--- src/rtl/core/vnorm_pkg.sv ---
// Package for the vector normalizer: widths, stage counts and payload types.
`default_nettype none
package vnorm_pkg;

  // Component and result formats
  localparam int IN_W   = 16;          // signed Q8.8 input component
  localparam int FRAC   = 14;          // fraction bits of the unit result
  localparam int OUT_W  = FRAC + 2;    // signed Q1.FRAC result
  localparam int LANES  = 3;

  // Internal widths
  localparam int SQ_W   = 2 * IN_W;                // one squared magnitude
  localparam int SUM_W  = 2 * IN_W;                // sum of three squares fits
  localparam int Q_W    = FRAC + 1;                // quotient magnitude <= 2^FRAC
  localparam int A_W    = Q_W + SUM_W;             // q * S
  localparam int D_W    = 2 * Q_W + SUM_W;         // cand^2 * S and the remainder

  // Pipeline depth
  localparam int FRONT_STG = 3;                    // magnitude, square, sum
  localparam int LANE_STG  = Q_W + 1;              // one stage per result bit, output
  localparam int NSTG      = FRONT_STG + LANE_STG;

  typedef logic [IN_W-1:0]  mag_t;
  typedef logic [SQ_W-1:0]  sq_t;
  typedef logic [SUM_W-1:0] sum_t;
  typedef logic [D_W-1:0]   rem_t;
  typedef logic [A_W-1:0]   acc_t;
  typedef logic [Q_W-1:0]   quo_t;
  typedef logic [OUT_W-1:0] unit_t;

endpackage
`default_nettype wire

--- src/rtl/core/vnorm_front.sv ---
// Front stages: component magnitudes, squares, squared length and per-lane targets.
`default_nettype none
module vnorm_front (
  input  logic                                  clk_i,
  input  logic [vnorm_pkg::FRONT_STG-1:0]       en_i,
  input  logic signed [vnorm_pkg::IN_W-1:0]     comp_i [vnorm_pkg::LANES],
  output vnorm_pkg::sum_t                       sum_o,
  output vnorm_pkg::rem_t                       tgt_o  [vnorm_pkg::LANES],
  output logic                                  neg_o  [vnorm_pkg::LANES],
  output logic                                  zero_o
);
  import vnorm_pkg::*;

  mag_t mag_q  [LANES];
  logic neg0_q [LANES];
  sq_t  sq_q   [LANES];
  logic neg1_q [LANES];
  sum_t sum_q;
  rem_t tgt_q  [LANES];
  logic neg2_q [LANES];
  logic zero_q;
  sum_t sum_d;

  // Stage 0: sign and magnitude
  always_ff @(posedge clk_i) begin
    if (en_i[0]) begin
      for (int l = 0; l < LANES; l++) begin
        neg0_q[l] <= comp_i[l][IN_W-1];
        mag_q[l]  <= comp_i[l][IN_W-1] ? (~comp_i[l] + mag_t'(1)) : comp_i[l];
      end
    end
  end

  // Stage 1: one square per lane
  always_ff @(posedge clk_i) begin
    if (en_i[1]) begin
      for (int l = 0; l < LANES; l++) begin
        sq_q[l]   <= sq_t'(mag_q[l]) * sq_t'(mag_q[l]);
        neg1_q[l] <= neg0_q[l];
      end
    end
  end

  // Stage 2: squared length and scaled targets
  always_comb begin
    sum_d = '0;
    for (int l = 0; l < LANES; l++) sum_d = sum_d + sum_t'(sq_q[l]);
  end

  always_ff @(posedge clk_i) begin
    if (en_i[2]) begin
      sum_q  <= sum_d;
      zero_q <= (sum_d == '0);
      for (int l = 0; l < LANES; l++) begin
        tgt_q[l]  <= rem_t'(sq_q[l]) << (2 * FRAC);
        neg2_q[l] <= neg1_q[l];
      end
    end
  end

  assign sum_o  = sum_q;
  assign tgt_o  = tgt_q;
  assign neg_o  = neg2_q;
  assign zero_o = zero_q;

endmodule
`default_nettype wire

--- config.mk ---
export PLATFORM = sky130hd
export DESIGN_NAME = vnorm_front
export DESIGN_NICKNAME = d
export VERILOG_FILES = /design/src/rtl/core/vnorm_pkg.sv /design/src/rtl/core/vnorm_front.sv
export SDC_FILE = /design/constraint.sdc
export NUM_CORES = 2
export LEC_CHECK = 0
export BUFFER_PORTS_ARGS = -buffer_cell sky130_fd_sc_hd__buf_2
export CAP_MARGIN = 20
export CELL_PAD_IN_SITES_DETAIL_PLACEMENT = 1
export CELL_PAD_IN_SITES_GLOBAL_PLACEMENT = 1
export CORE_MARGIN = 2
export CORE_UTILIZATION = 50
export DETAILED_ROUTE_END_ITERATION = 8
export GPL_TIMING_DRIVEN = 1
export PLACE_DENSITY_LB_ADDON = 0.1
export RECOVER_POWER = 25
export SLEW_MARGIN = 20
export SYNTH_ARGS = -nofsm -noshare
export SYNTH_HDL_FRONTEND = slang
export SYNTH_SLANG_ARGS = --single-unit
export TNS_END_PERCENT = 30
--- constraint.sdc ---
create_clock -name clk_i -period 8.2 [get_ports clk_i]
set_input_delay 0.82 -clock clk_i [delete_from_list [all_inputs] [get_ports clk_i]]
set_output_delay 0.82 -clock clk_i [all_outputs]
set_load 0.005 [all_outputs]
# == After elaboration in Yosys (flattened, before gate mapping) ==
# Memory sizes are Yosys's and may differ from the RTL's. A register that Yosys moved wholly into a read port is not among the register bits.
# Cells that the tools add are included.
# word_totals
wordCells,28
ff_bits,129
n_memories,4
ram_bits,150
out_inout_bits,222
# mem_list
memory,depth,width,read_ports,rd_ports_with_merged_regs,write_ports,line,rtl
sq_q,3,32,3,0,3,vnorm_front.sv:16,sq_t sq_q [LANES];
mag_q,3,16,3,0,3,vnorm_front.sv:14,mag_t mag_q [LANES];
neg0_q,3,1,3,0,3,vnorm_front.sv:15,logic neg0_q [LANES];
neg1_q,3,1,3,3,3,vnorm_front.sv:17,logic neg1_q [LANES];
# op_classes
n_bitwise,3
mux,7
n_reduce_logical,1
add_sub_neg,5
multipliers,3
# op_table
op,count
16-bit by 16-bit multiplier with 32-bit output,3
32-bit adder,2
16-bit by 1-bit adder with 16-bit output (second input constant),3
16-bit 2-to-1 mux,3
16-bit NOT,3
32-bit zero test,1
1-bit 2-to-1 mux,4

# == Depth between registers and ports, before layout ==
# An unclocked memory read counts as a cell.
# logic_depth
depth_word,4
depth_mapped,25
depth_no_buf,24

# == Worst setup path before layout ==
# Ideal clock, no wire load.
# synth_path
path_type,flip-flop to flip-flop
from,memory mag_q[0][9] (netlist bit)
to,memory sq_q[0][26] (netlist bit) (data pin)
stages_incl_launch_ff,26
setup_ns,0.259
t_arrival_ns,6.200
slack_ns,1.742
t_required_ns,7.941
cell_sequence,edfxtp_1 -> clkbuf_1 -> nand2_1 -> inv_1 -> fa_1 -> inv_1 -> fa_1 -> inv_1 -> fa_1 -> inv_1 -> fa_1 -> inv_1 -> fa_1 -> inv_1 -> fa_1 -> inv_1 -> ha_1 -> nand3_1 -> a21oi_1 -> a2111oi_0 -> o21bai_1 -> a311oi_1 -> o21ai_0 -> a21o_1 -> a21oi_1 -> xnor2_1
# synth_rtl
element,line
"start, declared",vnorm_front.sv:14
"end, declared",vnorm_front.sv:16

==> metrics.yaml <==
status:
  status: "finished, violations left"
  violations: "capacitance limit, slew limit"
critical_path:
  crit_required_ns: 8.49
  cp.arrival_ns: 7.77
  crit_slowest_cell: "a2111oi_0"
  cp-start-kind: "register"
  crit_path_frequent_cell: "inv_1"
  path_class: "register to register"
  critPathBufInv: 7
  path_delay_family: "adder cells"
  cp_cell_sequence: "nand2_1 > inv_1 > fa_1 > inv_1 > fa_1 > inv_1 > fa_1 > inv_1 > fa_1 > inv_1 > fa_1 > inv_1 > fa_1 > inv_1 > ha_1 > nand3_1 > a21oi_1 > a2111oi_0 > o21bai_1 > a311oi_1 > o21ai_0 > a21o_1 > a21oi_1 > xnor2_1"
  worst_setup_path_end_kind: "register"
  path_max_fanout: 16
  crit_path_max_incr_delay_ns: 0.73
cts:
  htreeDepth: 2
  cts-buffers-inserted: 37
  cts_root_buf: "clkbuf_16"
  cts_tree: "yes"
  cts.reportedPaths.clkPinSlew_ns: 0.05
  cts_sinks: 276
  postCtsSetupRepairBufs: 0
  clockBufferDepth: 3
  clock_latency_ns: 0.55
  cts-resized-gates: 0
  hold_buffers: 0
detailed_routing:
  drc: 0
  first_pass_iters: 8
  num_vias: 23000
  dr.first_iter.drc_count: 1198
  postRouteWirelength_mm: 88.6
  viasPerCell: 5.31
  ant_nets: 0
  wire_per_inst_um: 20.4
final_layout:
  n_antenna_cell: 0
  fillerInstances: 7416
  final_layout_size_suffix_gt1_share_pct: 7.82
  final_common_cell: "inv_1"
  layout_common_cells: "inv_1, fa_1, ha_1, nand2_1, edfxtp_1"
  nets: 4343
  syn2layout_area_growth_pct: 8.03
synth:
  synth_async_sr_flop_share_pct: 0
  ys_dominant_reg_cell: "edfxtp_1"
  synth_seq_area_share_pct: 24.4
  synth-simple-area-share_pct: 10.0
  syn_area_sq_um: 33900
  synth_edf_count: 276
  synth_fa_ha_area_share_pct: 42.9
  synth_top_family_by_area: "adder cells"
  synth_compound_area_share_pct: 6.94
  yosysWarnings: 0
  syn_inst: 3274
  yosys.cell_types.count: 74
  synth_seq_cells: 276
  syn_avg_cell_area_sq_um: 10.4
  synth_xor_area_share_pct: 4.29
  muxShareOfSynthArea_pct: 0.129
sta:
  setup_viol: 0
  slew_viol_final: 58
  finClkSkew_ns: 0.0226
  fmax_mhz: 134
  final_hold_viol_count: 0
  relSlewSlack_pct: -146
  worst-slew-pin-transition_ns: 3.70
  finalCritPeriodShare_pct: 91.2
  tns_ns: 0
  period_needed_ns: 7.48
  rsz0062_at_grt: "no"
floorplanning:
  io_pins: 274
  num_rows: 95
  die_width_um: 264
  initial_core_util_pct: 50.5
  die_h_um: 264
  dieArea_sq_um: 69900
  core_area_sq_um: 67200
global_routing:
  grt_pass1_wl_mm: 142
  grt_pass1_vias: 26200
  antenna_found_initial: 2
  track_usage_pct: 26.2
  grt_max_degree: 74
  overflow: 0
job:
  drv_cap: 1
placement:
  place_hpwl_mm: 75.0
  place.gp.congestion: 0.893
  io_buffers: 180
hold_path:
  min_path_type: "register to register"
-- metal layers --
layer,vias up,track usage (%),routed length (um)
li1,10500,-,-
met1,11800,33.7,36500
met2,549,45.8,44300
met3,143,3.40,4630
met4,0,8.71,3150
met5,-,0,0
-- stage by stage --
step	setup WS (ns)	instance area [sq um]	hold slack, ns	instances	utilization [%]
final	0.722	36600	0.428	4337	54.5
after floorplan	1.74	34300	0.400	3369	-
after global routing	0.501	36600	0.437	4337	54.5
after global placement	0.991	35400	0.407	4274	52.7
after detailed placement	0.897	35400	0.417	4274	52.7
after CTS	0.858	36600	0.432	4337	54.6
-- synth_stat cells, drive strengths merged (10+ instances only) --
| master | n | area share (%) |
|---|---|---|
| nor3 | 20 | 0.30 |
| inv | 758 | 8.4 |
| a21oi | 103 | 1.5 |
| nor2 | 117 | 1.3 |
| nand2b | 23 | 0.42 |
| and2 | 128 | 2.4 |
| o31ai | 17 | 0.38 |
| o21bai | 15 | 0.33 |
| nand2 | 277 | 3.1 |
| edfxtp | 276 | 24 |
| buf | 95 | 2.1 |
| nand4 | 10 | 0.18 |
| o21ai | 63 | 0.93 |
| nor2b | 21 | 0.39 |
| ha | 331 | 12 |
| a31oi | 15 | 0.28 |
| nor4 | 10 | 0.18 |
| a21o | 42 | 0.95 |
| o21a | 18 | 0.40 |
| or3 | 14 | 0.27 |
| clkbuf | 67 | 0.75 |
| fa | 520 | 31 |
| nand3 | 27 | 0.40 |
| xor2 | 44 | 1.1 |
| and3 | 16 | 0.30 |
| a211oi | 14 | 0.31 |
| xnor2 | 122 | 3.2 |
| or2 | 11 | 0.20 |
-- final cells by class --
class / instances / area, sq um / area share [%]
Multi-Input combinational cell: 2173 / 22200 / 60.5
Sequential cell: 276 / 8290 / 22.6
Inverter: 758 / 2850 / 7.77
Tap cell: 873 / 1090 / 2.98
Timing Repair Buffer: 194 / 995 / 2.72
Clock buffer: 42 / 945 / 2.58
Clock inverter: 21 / 307 / 0.837
-- worst register-to-register path, delay by kind of cell (launching register included) --
kind | cells | cell delay, ns
AOI/OAI and AO/OA | 7 | 2.38
adders and majority gates | 7 | 3.40
and+or+nand+nor | 2 | 0.37
buffers and inverters | 7 | 0.39
DFF | 1 | 0.61
xor gates and xnor gates | 1 | 0.07
-- cell families after synthesis --
logic type               Yosys count
flip-flops                       276
other                              1
multiplexers                       4
adder cells (fa/ha/maj)          851
buffers and inverters            920
AND/OR/NAND/NOR                  699
AO/OA/AOI/OAI                    357
XOR/XNOR                         166
-- state kept, by name, indices dropped and copies added, names as in the netlist --
signal  count
sq_q       93
tgt_o      93
mag_q      48
sum_o      32
neg0_q      3
neg1_q      3
neg_o       3
zero_o      1
-- worst paths after layout --
kind,cells past startpoint,slack (ns),to,from
worst max-delay path,24,0.72,sq_q[0][26],mag_q[0][2]
worst min-delay path,0,0.43,neg_o[0],neg1_q[0][2]
worst max register to register,24,0.72,sq_q[0][26],mag_q[0][2]
worst min register to register,0,0.43,neg_o[0],neg1_q[0][2]
Power is left out: the tool's default activity adds up to more than one toggle a clock period on the data nets, which glitch-free logic cannot reach.
